<file path="config.mk">
export PLATFORM = sky130hd
export DESIGN_NAME = wav_riff_header_parser_core
export DESIGN_NICKNAME = d
export VERILOG_FILES = /design/src/hdl/wrp_pkg.sv /design/src/hdl/wrp_parse.sv /design/src/hdl/wrp_out_buf.sv /design/src/hdl/wav_riff_header_parser_core.sv
export SDC_FILE = /design/constraint.sdc
export NUM_CORES = 1
export LEC_CHECK = 0
export ABC_AREA = 0
export BUFFER_PORTS_ARGS = -buffer_cell sky130_fd_sc_hd__buf_2
export CELL_PAD_IN_SITES_DETAIL_PLACEMENT = 1
export CELL_PAD_IN_SITES_GLOBAL_PLACEMENT = 2
export CORE_AREA = 5 5 351 181
export CTS_CLUSTER_DIAMETER = 40
export DETAILED_ROUTE_END_ITERATION = 7
export DIE_AREA = 0 0 356 186
export GPL_ROUTABILITY_DRIVEN = 0
export PLACE_DENSITY = 0.77
export SYNTH_ARGS = -nofsm -noshare
export SYNTH_HDL_FRONTEND = slang
export SYNTH_SLANG_ARGS = --single-unit
</file>
<file path="constraint.sdc">
create_clock -name clk -period 22.1 [get_ports clk]
set_input_delay 3.315 -clock clk [delete_from_list [all_inputs] [get_ports clk]]
set_output_delay 3.315 -clock clk [all_outputs]
set_load 0.005 [all_outputs]
</file>
<file path="src/hdl/wrp_pkg.sv">
// Shared types and constants for the WAV RIFF header parser.
package wrp_pkg;

  localparam logic [31:0] TAG_RIFF    = 32'h5249_4646;
  localparam logic [31:0] TAG_FMT     = 32'h666D_7420;
  localparam logic [31:0] TAG_DATA_LC = 32'h6461_7461;
  localparam logic [31:0] TAG_DATA_UC = 32'h4441_5441;
  localparam logic [31:0] TAG_END     = 32'h454E_4420;

  localparam logic [31:0] FMT_BODY_LEN = 32'd16;
  localparam logic [15:0] REQ_BITS     = 16'd16;
  localparam logic [15:0] REQ_CHANNELS = 16'd2;
  localparam logic [15:0] PCM_CODE     = 16'd1;

  typedef enum logic [1:0] {
    KIND_PAYLOAD = 2'd0,
    KIND_FORMAT  = 2'd1,
    KIND_DATA    = 2'd2,
    KIND_ERROR   = 2'd3
  } kind_t;

  typedef enum logic [2:0] {
    ERR_NONE      = 3'd0,
    ERR_NOT_RIFF  = 3'd1,
    ERR_FMT_AGAIN = 3'd2,
    ERR_NOT_PCM   = 3'd3,
    ERR_BITS      = 3'd4,
    ERR_CHANNELS  = 3'd5
  } err_t;

  typedef enum logic [8:0] {
    PH_RIFF     = 9'b000000001,
    PH_HEAD     = 9'b000000010,
    PH_ID       = 9'b000000100,
    PH_SIZE     = 9'b000001000,
    PH_FMT      = 9'b000010000,
    PH_SKIP     = 9'b000100000,
    PH_DATA     = 9'b001000000,
    PH_SKIP_END = 9'b010000000,
    PH_STOP     = 9'b100000000
  } phase_t;

  typedef struct packed {
    kind_t       kind;
    logic [7:0]  payload_byte;
    logic        last_payload;
    err_t        error_code;
    logic [15:0] format_code;
    logic [15:0] channel_count;
    logic [31:0] sample_freq;
    logic [31:0] bytes_per_sec;
    logic [15:0] frame_bytes;
    logic [15:0] sample_bits;
    logic [31:0] data_length;
  } result_t;

endpackage

</file>
<file path="src/hdl/wrp_parse.sv">
// Parser state and per-byte next-state and result logic.
module wrp_parse (
  input  logic             clk,
  input  logic             rst,
  input  logic             fire,
  input  logic [7:0]       byte_in,
  input  logic             start,
  output logic             res_valid,
  output wrp_pkg::result_t res
);

  wrp_pkg::phase_t phase, phase_next, ph;
  logic [3:0]   byte_count, byte_count_next, cnt;
  logic [31:0]  id_shift, id_shift_next, id;
  logic [31:0]  chunk_length, chunk_length_next, len;
  logic         format_seen, format_seen_next, seen;
  logic [127:0] fmt_capture, fmt_capture_next;
  logic [31:0]  id_sh, len_or;
  logic [15:0]  f_fmt, f_ch, f_bits;

  always_comb begin
    // a file start byte sees the reset state
    ph   = start ? wrp_pkg::PH_RIFF : phase;
    cnt  = start ? 4'd0 : byte_count;
    id   = start ? 32'd0 : id_shift;
    len  = start ? 32'd0 : chunk_length;
    seen = start ? 1'b0 : format_seen;

    id_sh  = {id[23:0], byte_in};
    len_or = len | ({24'd0, byte_in} << {cnt[1:0], 3'b000});
    fmt_capture_next = {byte_in, fmt_capture[127:8]};
    f_fmt  = fmt_capture_next[15:0];
    f_ch   = fmt_capture_next[31:16];
    f_bits = fmt_capture_next[127:112];

    phase_next        = ph;
    byte_count_next   = cnt;
    id_shift_next     = id;
    chunk_length_next = len;
    format_seen_next  = seen;
    res_valid         = 1'b0;
    res               = '0;

    unique case (ph)
      wrp_pkg::PH_RIFF: begin
        id_shift_next = id_sh;
        if (cnt == 4'd3) begin
          byte_count_next = 4'd0;
          if (id_sh != wrp_pkg::TAG_RIFF) begin
            res_valid      = 1'b1;
            res.kind       = wrp_pkg::KIND_ERROR;
            res.error_code = wrp_pkg::ERR_NOT_RIFF;
            phase_next     = wrp_pkg::PH_STOP;
          end else begin
            phase_next = wrp_pkg::PH_HEAD;
          end
        end else begin
          byte_count_next = cnt + 4'd1;
        end
      end
      wrp_pkg::PH_HEAD: begin
        if (cnt == 4'd7) begin
          byte_count_next = 4'd0;
          id_shift_next   = 32'd0;
          phase_next      = wrp_pkg::PH_ID;
        end else begin
          byte_count_next = cnt + 4'd1;
        end
      end
      wrp_pkg::PH_ID: begin
        id_shift_next = id_sh;
        if (cnt == 4'd3) begin
          byte_count_next   = 4'd0;
          chunk_length_next = 32'd0;
          phase_next        = wrp_pkg::PH_SIZE;
        end else begin
          byte_count_next = cnt + 4'd1;
        end
      end
      wrp_pkg::PH_SIZE: begin
        chunk_length_next = len_or;
        if (cnt == 4'd3) begin
          byte_count_next = 4'd0;
          if (id == wrp_pkg::TAG_FMT) begin
            if (seen) begin
              res_valid      = 1'b1;
              res.kind       = wrp_pkg::KIND_ERROR;
              res.error_code = wrp_pkg::ERR_FMT_AGAIN;
              phase_next     = wrp_pkg::PH_STOP;
            end else begin
              phase_next = wrp_pkg::PH_FMT;
            end
          end else if (id == wrp_pkg::TAG_DATA_LC) begin
            res_valid       = 1'b1;
            res.kind        = wrp_pkg::KIND_DATA;
            res.data_length = len_or;
            phase_next      = (len_or == 32'd0) ? wrp_pkg::PH_STOP : wrp_pkg::PH_DATA;
          end else if (id == wrp_pkg::TAG_DATA_UC || id == wrp_pkg::TAG_END) begin
            phase_next = (len_or == 32'd0) ? wrp_pkg::PH_STOP : wrp_pkg::PH_SKIP_END;
          end else begin
            id_shift_next = 32'd0;
            phase_next    = (len_or == 32'd0) ? wrp_pkg::PH_ID : wrp_pkg::PH_SKIP;
          end
        end else begin
          byte_count_next = cnt + 4'd1;
        end
      end
      wrp_pkg::PH_FMT: begin
        if (cnt == 4'd15) begin
          byte_count_next = 4'd0;
          if (f_fmt != wrp_pkg::PCM_CODE) begin
            res_valid      = 1'b1;
            res.kind       = wrp_pkg::KIND_ERROR;
            res.error_code = wrp_pkg::ERR_NOT_PCM;
            phase_next     = wrp_pkg::PH_STOP;
          end else if (f_bits != wrp_pkg::REQ_BITS) begin
            res_valid      = 1'b1;
            res.kind       = wrp_pkg::KIND_ERROR;
            res.error_code = wrp_pkg::ERR_BITS;
            phase_next     = wrp_pkg::PH_STOP;
          end else if (f_ch != wrp_pkg::REQ_CHANNELS) begin
            res_valid      = 1'b1;
            res.kind       = wrp_pkg::KIND_ERROR;
            res.error_code = wrp_pkg::ERR_CHANNELS;
            phase_next     = wrp_pkg::PH_STOP;
          end else begin
            format_seen_next  = 1'b1;
            res_valid         = 1'b1;
            res.kind          = wrp_pkg::KIND_FORMAT;
            res.format_code   = f_fmt;
            res.channel_count = f_ch;
            res.sample_freq   = fmt_capture_next[63:32];
            res.bytes_per_sec = fmt_capture_next[95:64];
            res.frame_bytes   = fmt_capture_next[111:96];
            res.sample_bits   = f_bits;
            id_shift_next     = 32'd0;
            if (len > wrp_pkg::FMT_BODY_LEN) begin
              chunk_length_next = len - wrp_pkg::FMT_BODY_LEN;
              phase_next        = wrp_pkg::PH_SKIP;
            end else begin
              chunk_length_next = 32'd0;
              phase_next        = wrp_pkg::PH_ID;
            end
          end
        end else begin
          byte_count_next = cnt + 4'd1;
        end
      end
      wrp_pkg::PH_SKIP: begin
        chunk_length_next = len - 32'd1;
        if (len == 32'd1) begin
          id_shift_next = 32'd0;
          phase_next    = wrp_pkg::PH_ID;
        end
      end
      wrp_pkg::PH_SKIP_END: begin
        chunk_length_next = len - 32'd1;
        if (len == 32'd1) phase_next = wrp_pkg::PH_STOP;
      end
      wrp_pkg::PH_DATA: begin
        chunk_length_next = len - 32'd1;
        res_valid         = 1'b1;
        res.kind          = wrp_pkg::KIND_PAYLOAD;
        res.payload_byte  = byte_in;
        res.last_payload  = (len == 32'd1);
        if (len == 32'd1) phase_next = wrp_pkg::PH_STOP;
      end
      wrp_pkg::PH_STOP: begin
        phase_next = wrp_pkg::PH_STOP;
      end
      default: begin
        phase_next = wrp_pkg::PH_STOP;
      end
    endcase
  end

  always_ff @(posedge clk) begin
    if (rst) begin
      phase        <= wrp_pkg::PH_RIFF;
      byte_count   <= 4'd0;
      id_shift     <= 32'd0;
      chunk_length <= 32'd0;
      format_seen  <= 1'b0;
    end else if (fire) begin
      phase        <= phase_next;
      byte_count   <= byte_count_next;
      id_shift     <= id_shift_next;
      chunk_length <= chunk_length_next;
      format_seen  <= format_seen_next;
    end
  end

  // fmt body shifts in; sixteen bytes overwrite it fully before use
  always_ff @(posedge clk) begin
    if (fire && ph == wrp_pkg::PH_FMT) fmt_capture <= fmt_capture_next;
  end

endmodule

</file>
<file path="src/hdl/wrp_out_buf.sv">
// Two-entry result queue: output register plus skid entry.
module wrp_out_buf (
  input  logic             clk,
  input  logic             rst,
  input  logic             push,
  input  wrp_pkg::result_t push_data,
  output logic             space,
  output logic             out_valid,
  input  logic             out_stall,
  output wrp_pkg::result_t head
);

  logic [1:0]       count, count_next;
  logic [1:0]       count_after_pop;
  logic             pop;
  wrp_pkg::result_t skid;

  assign out_valid       = (count != 2'd0);
  assign space           = (count != 2'd2);
  assign pop             = out_valid && !out_stall;
  assign count_after_pop = count - {1'b0, pop};
  assign count_next      = count_after_pop + {1'b0, push};

  always_ff @(posedge clk) begin
    if (rst) begin
      count <= 2'd0;
    end else begin
      count <= count_next;
    end
  end

  always_ff @(posedge clk) begin
    if (pop && count == 2'd2) head <= skid;
    if (push) begin
      if (count_after_pop == 2'd0) begin
        head <= push_data;
      end else begin
        skid <= push_data;
      end
    end
  end

endmodule

</file>
<file path="src/hdl/wav_riff_header_parser_core.sv">
// WAV RIFF header parser: top level with input register, parser and result queue.
// Takes one file byte per beat and sustains one byte per clock cycle while the
// result queue has space; each byte is parsed from the input register and its
// result, if any, is written to the result queue and offered at the output. Each
// byte needs only a shift, compare and count in the parser stage. A two-entry
// result queue lets input continue while a result waits; input stalls only when
// both entries are full. No clearing pass follows reset. file_start high restarts
// the parser with that byte as the first byte of the RIFF tag.
module wav_riff_header_parser_core (
  input  logic        clk,
  input  logic        rst,
  input  logic        in_valid,
  output logic        in_stall,
  input  logic [7:0]  data_byte,
  input  logic        file_start,
  output logic        out_valid,
  input  logic        out_stall,
  output logic [1:0]  kind,
  output logic [7:0]  payload_byte,
  output logic        last_payload,
  output logic [2:0]  error_code,
  output logic [15:0] format_code,
  output logic [15:0] channel_count,
  output logic [31:0] sample_freq,
  output logic [31:0] bytes_per_sec,
  output logic [15:0] frame_bytes,
  output logic [15:0] sample_bits,
  output logic [31:0] data_length
);

  logic             in_full;
  logic [7:0]       in_byte;
  logic             in_start;
  logic             space;
  logic             fire;
  logic             res_valid;
  wrp_pkg::result_t res;
  wrp_pkg::result_t head;

  assign fire     = in_full && space;
  assign in_stall = in_full && !space;

  always_ff @(posedge clk) begin
    if (rst) begin
      in_full <= 1'b0;
    end else if (in_valid && !in_stall) begin
      in_full <= 1'b1;
    end else if (fire) begin
      in_full <= 1'b0;
    end
  end

  always_ff @(posedge clk) begin
    if (in_valid && !in_stall) begin
      in_byte  <= data_byte;
      in_start <= file_start;
    end
  end

  wrp_parse u_parse (
    .clk       (clk),
    .rst       (rst),
    .fire      (fire),
    .byte_in   (in_byte),
    .start     (in_start),
    .res_valid (res_valid),
    .res       (res)
  );

  wrp_out_buf u_out_buf (
    .clk       (clk),
    .rst       (rst),
    .push      (fire && res_valid),
    .push_data (res),
    .space     (space),
    .out_valid (out_valid),
    .out_stall (out_stall),
    .head      (head)
  );

  assign kind          = head.kind;
  assign payload_byte  = head.payload_byte;
  assign last_payload  = head.last_payload;
  assign error_code    = head.error_code;
  assign format_code   = head.format_code;
  assign channel_count = head.channel_count;
  assign sample_freq   = head.sample_freq;
  assign bytes_per_sec = head.bytes_per_sec;
  assign frame_bytes   = head.frame_bytes;
  assign sample_bits   = head.sample_bits;
  assign data_length   = head.data_length;

endmodule

</file>
# Word level (Yosys, flattened, before mapping)
# Cells that the tools add are included.
# classes
n_addsub,5
order_cmp,1
eq_ne,22
shift,1
mux,95
bitwise_logic,2
reduce_logical,20
# ops
cell,count
two-way mux 32 bit,22
two-way mux 174 bit,3
two-way mux 128 bit,4
two-way mux 9 bit,19
one-hot mux 32 bit (5 select lines),1
two-way mux 131 bit,1
"equality test 32 x 31 -> 1 bit, second input constant",4
one-hot mux 32 bit (4 select lines),1
one-hot mux 9 bit (7 select lines),1
"equality test 32 x 1 -> 1 bit, second input constant",1
"> comparator 32 x 5 -> 1 bit, second input constant",1
zero test 32 bit,1
"!= test 32 x 31 -> 1 bit, second input constant",1
OR 32 bit,1
<< shifter 8 x 5 -> 32 bit,1
"subtractor 32 x 1 -> 32 bit, second input constant",1
"subtractor 32 x 5 -> 32 bit, second input constant",1
two-way mux 2 bit,11
two-way mux 3 bit,6
two-way mux 1 bit,16
two-way mux 4 bit,4
"!= test 16 x 1 -> 1 bit, second input constant",1
"!= test 16 x 2 -> 1 bit, second input constant",1
"!= test 16 x 5 -> 1 bit, second input constant",1
30 further kinds,42
# totals
regBits,566
input_bits,13
output_inout_bits,176
elab_cells,178

# Longest topological paths before layout
# depth
word_depth,10
ltp_mapped,14
depth_no_buf,10

# Hierarchy
# A second synthesis with hierarchy kept.
# unflattened
hier_cells,2395
area_unflattened_um2,24181.9
# modules_own_cells
mod,n_inst,cells_per_inst,area_each_um2,seq_area_each_um2
wrp_out_buf,1,1138,12419.4,8748.4
wrp_parse,1,1242,11429.7,5165.0
wav_riff_header_parser_core,1,15,332.8,290.3

# Least setup slack after synthesis
# OpenSTA, ideal clock, no wires.
# synth_path
kind,input to register
startpoint,input out_stall
endpoint,register u_out_buf.skid[0] (netlist bit) (enable)
setup_ps,921
arrival_time_ps,15548
path_slack_ps,5632
path_stages,5
n_path_buf,0
cell_sequence,nor2b_1 -> ha_1 -> xnor2_1 -> and2_1 -> nor3_1
# synth_between
elab_chain_len,6
# synth_lines
element,line,text
start: declaration,wav_riff_header_parser_core.sv:17,"input logic out_stall,"
zero test 1 bit,wrp_out_buf.sv:20,assign pop = out_valid && !out_stall;
logical AND 1 bit,wrp_out_buf.sv:20,
subtractor 2 x 1 -> 2 bit,wrp_out_buf.sv:21,"assign count_after_pop = count - {1'b0, pop};"
zero test 2 bit,wrp_out_buf.sv:35,if (count_after_pop == 2'd0) begin
inverter 1 bit (no source line),--,
AND reduction 2 bit (no source line),--,
end signal: assignment,wrp_out_buf.sv:38,skid <= push_data;
end: declaration,wrp_out_buf.sv:16,wrp_pkg::result_t skid;
# Every way passes these cells.
# A chain may end at the register's enable or synchronous reset.

# Worst setup path after layout
# layout_path
startpoint,input out_stall
endpoint,register u_out_buf.skid[36] (netlist bit) (enable)
# The elaborated chain is that of the path after synthesis.

==> results.toml <==
[detailed_routing]
postRouteAntennaNets = 0
wl_met1_um = 39300
drt-initial-drc-count = 2199
drt-pass1-iter-count = 8
routedWlPerCell_um = 25.4
route.detailed.drc = 0
top_layer_used = "met5"
wl_met3_um = 8970
wl_um = 83000
route.vias.total = 19200
routed-wl-met2_um = 33300
post_drt_via_cell_ratio = 5.85

[global_routing]
antenna_found_initial = 5
grt_max_degree = 220
grt_pass1_vias = 19200
grt_pass1_wl_um = 123000
grtUsageTotal_pct = 24.4
gr-total-overflow = 0

[cts]
cts_made_buffers = 56
postCtsSetupRepairBufs = 0
clock-root-buffer = "clkbuf_16"
worstSkewPairLatency_ps = 620
clk_pin_slew_ps = 60
htreeDepth = 2
clockBufferDepth = 3
cts.sinks = 558
cts_tree = "built"
ctsHoldBuffers = 0
post_cts_resize_count = 0

[timing]
maxSlewViolCount = 6
worstMarginPinSlew_ps = 1530
max_freq_mhz = 151
clock_skew_ps = 32.0
fin_setup_tns_ps = 0
hold_viol_final = 0
finalCritPeriodShare_pct = 29.9
rsz0062_at_grt = "false"
setup_viol = 0
post-route-min-period_ps = 6610
hold_slack_ps = 443
max_slew_margin_pct = -2.76

[final_layout]
final_cell_mix = "edfxtp_1, nand2_1, dfxtp_1, nor2_1, a21oi_1"
finish.instance_area_sq_um = 27500
final_common_cell = "edfxtp_1"
layout-drive-gt1-share_pct = 15.7
finalNetCount = 2420
nFillCells = 6613
areaGrowthSynthToFinish_pct = 15.5

[floorplanning]
start_util_pct = 39.5
ios = 189
rows = 64
die_h_um = 186
core-area_sq_um = 60200
die_w_um = 356
dieArea_sq_um = 66200

[synth]
synthArstFlopShare_pct = 0
seq_area_frac_synth_pct = 59.7
netlist_top_cells_area = "edfxtp_1, dfxtp_1, a21oi_1"
yosysUniqueCellTypes = 103
netlist_area_sq_um = 23800
synth_edf_count = 303
ys_ff_latch = 558
synth_cells = 2232
yosysTopAreaCell = "edfxtp_1"
ys.flop_type = "edfxtp_1"
netlist.area_leader.share_pct = 38.3
ys_warn_count = 0
syn_area_per_cell_sq_um = 10.7

[worst_setup_path]
cp_data_arrival_time_ps = 6820
cp.required_ps = 22320
worstSetupEndpointType = "flop"
critPathKind = "primary input to flop"
path_max_fanout = 64
crit_path_start_kind = "primary input"

[placed_design]
port_buffers = 188
postPlaceCellArea_sq_um = 25600
place_hpwl_um = 56900

[pwr]
peakVddDrop_uv = 65.5
cellPowerDensity_nw_per_um2 = 101
p_leak_nw = 10.7

[job]
cap_violations = 1

[outcome]
failed_checks = "max-capacitance violations, max-slew violations"
status = "finished, violations left"

[min_path]
hp-class = "flop to flop"
## cell families after synthesis
family,Yosys count,share of synthesized area (%)
and+or+nand+nor,847,17.8
DFF,558,59.7
AOI/OAI and AO/OA,535,14.5
buffers and inverters,183,3.39
muxes,87,3.67
xor gates and xnor gates,15,0.552
adders and majority gates,6,0.316
other,1,0.0158
## cell usage after synthesis (all sizes together), types with 9 or more instances
cell type / count
nand2b: 13
o31ai: 16
nor2b: 19
a221oi: 9
clkbuf: 105
a31oi: 64
and3: 93
nand4: 16
nand2: 256
a211oi: 13
and2: 14
dfxtp: 255
a21oi: 224
edfxtp: 303
xnor2: 10
nor4: 40
nand3: 41
a22o: 27
or4: 13
buf: 61
o21ai: 70
nor3: 51
mux2i: 85
inv: 16
nor2: 241
o211ai: 13
## final cells by class
cell class / count / area (sq um) / share of cell area (%)
antenna: 2 / 5.00 / 0.0182
clock buffer: 79 / 1580 / 5.75
clock inverter: 26 / 289 / 1.05
inverter: 17 / 63.8 / 0.232
multi-input combinational: 1535 / 8990 / 32.7
sequential: 558 / 14200 / 51.7
tap: 825 / 1030 / 3.76
timing repair buffer: 233 / 1300 / 4.75
## where the power goes
| group | switching [mW] | total (mW) | internal (mW) |
|---|---|---|---|
| combinational | 0.248 | 0.462 | 0.214 |
| clock | 0.427 | 0.968 | 0.541 |
| sequential | 0.0942 | 1.33 | 1.24 |
## sequential cells by signal (all words and copies together) (netlist names)
signal                count
in_full                   1
u_parse.id_shift         32
u_out_buf.count           2
u_parse.chunk_length     32
u_parse.format_seen       1
u_out_buf.head          174
u_out_buf.skid          174
in_start                  1
u_parse.phase             9
u_parse.fmt_capture     120
u_parse.byte_count        4
in_byte                   8
## layer usage
layer	vias to the layer above	track usage [%]
li1	8574	-
met4	6	4.21
met1	9592	36.5
met3	142	8.81
met2	836	34.2
met5	-	0
## final timing paths
| path | start | to | slack, ps | cells past startpoint |
|---|---|---|---|---|
| max | out_stall | u_out_buf.skid[36]$_DFFE_PP_ | 15490 | 9 |
| min | u_parse.fmt_capture[118]$_DFFE_PP_ | u_parse.fmt_capture[110]$_DFFE_PP_ | 440 | 0 |
| max reg2reg | in_start$_DFFE_PP_ | u_out_buf.skid[36]$_DFFE_PP_ | 16020 | 10 |
| min reg2reg | u_parse.fmt_capture[118]$_DFFE_PP_ | u_parse.fmt_capture[110]$_DFFE_PP_ | 440 | 0 |
## per-stage QoR
step	instances	worst slack, ps	power, mW	util [%]
finish	3275	15490	2.76	45.6
global route	3273	15250	2.91	45.6
CTS	3272	15440	2.80	45.6
global placement	3167	14890	1.81	42.5
floorplan	2276	5630	1.55	-
detailed placement	3167	14830	1.83	42.5
## worst max-delay path, stage by stage
cell and delay (ps):
buf_2 130, nor2b_1 140, ha_1 180, xnor2_1 100, and2_1 200, nor3_2 330
buf_4 590, buf_4 800, buf_4 880
No activity file was read; power rests on OpenSTA's default activity.
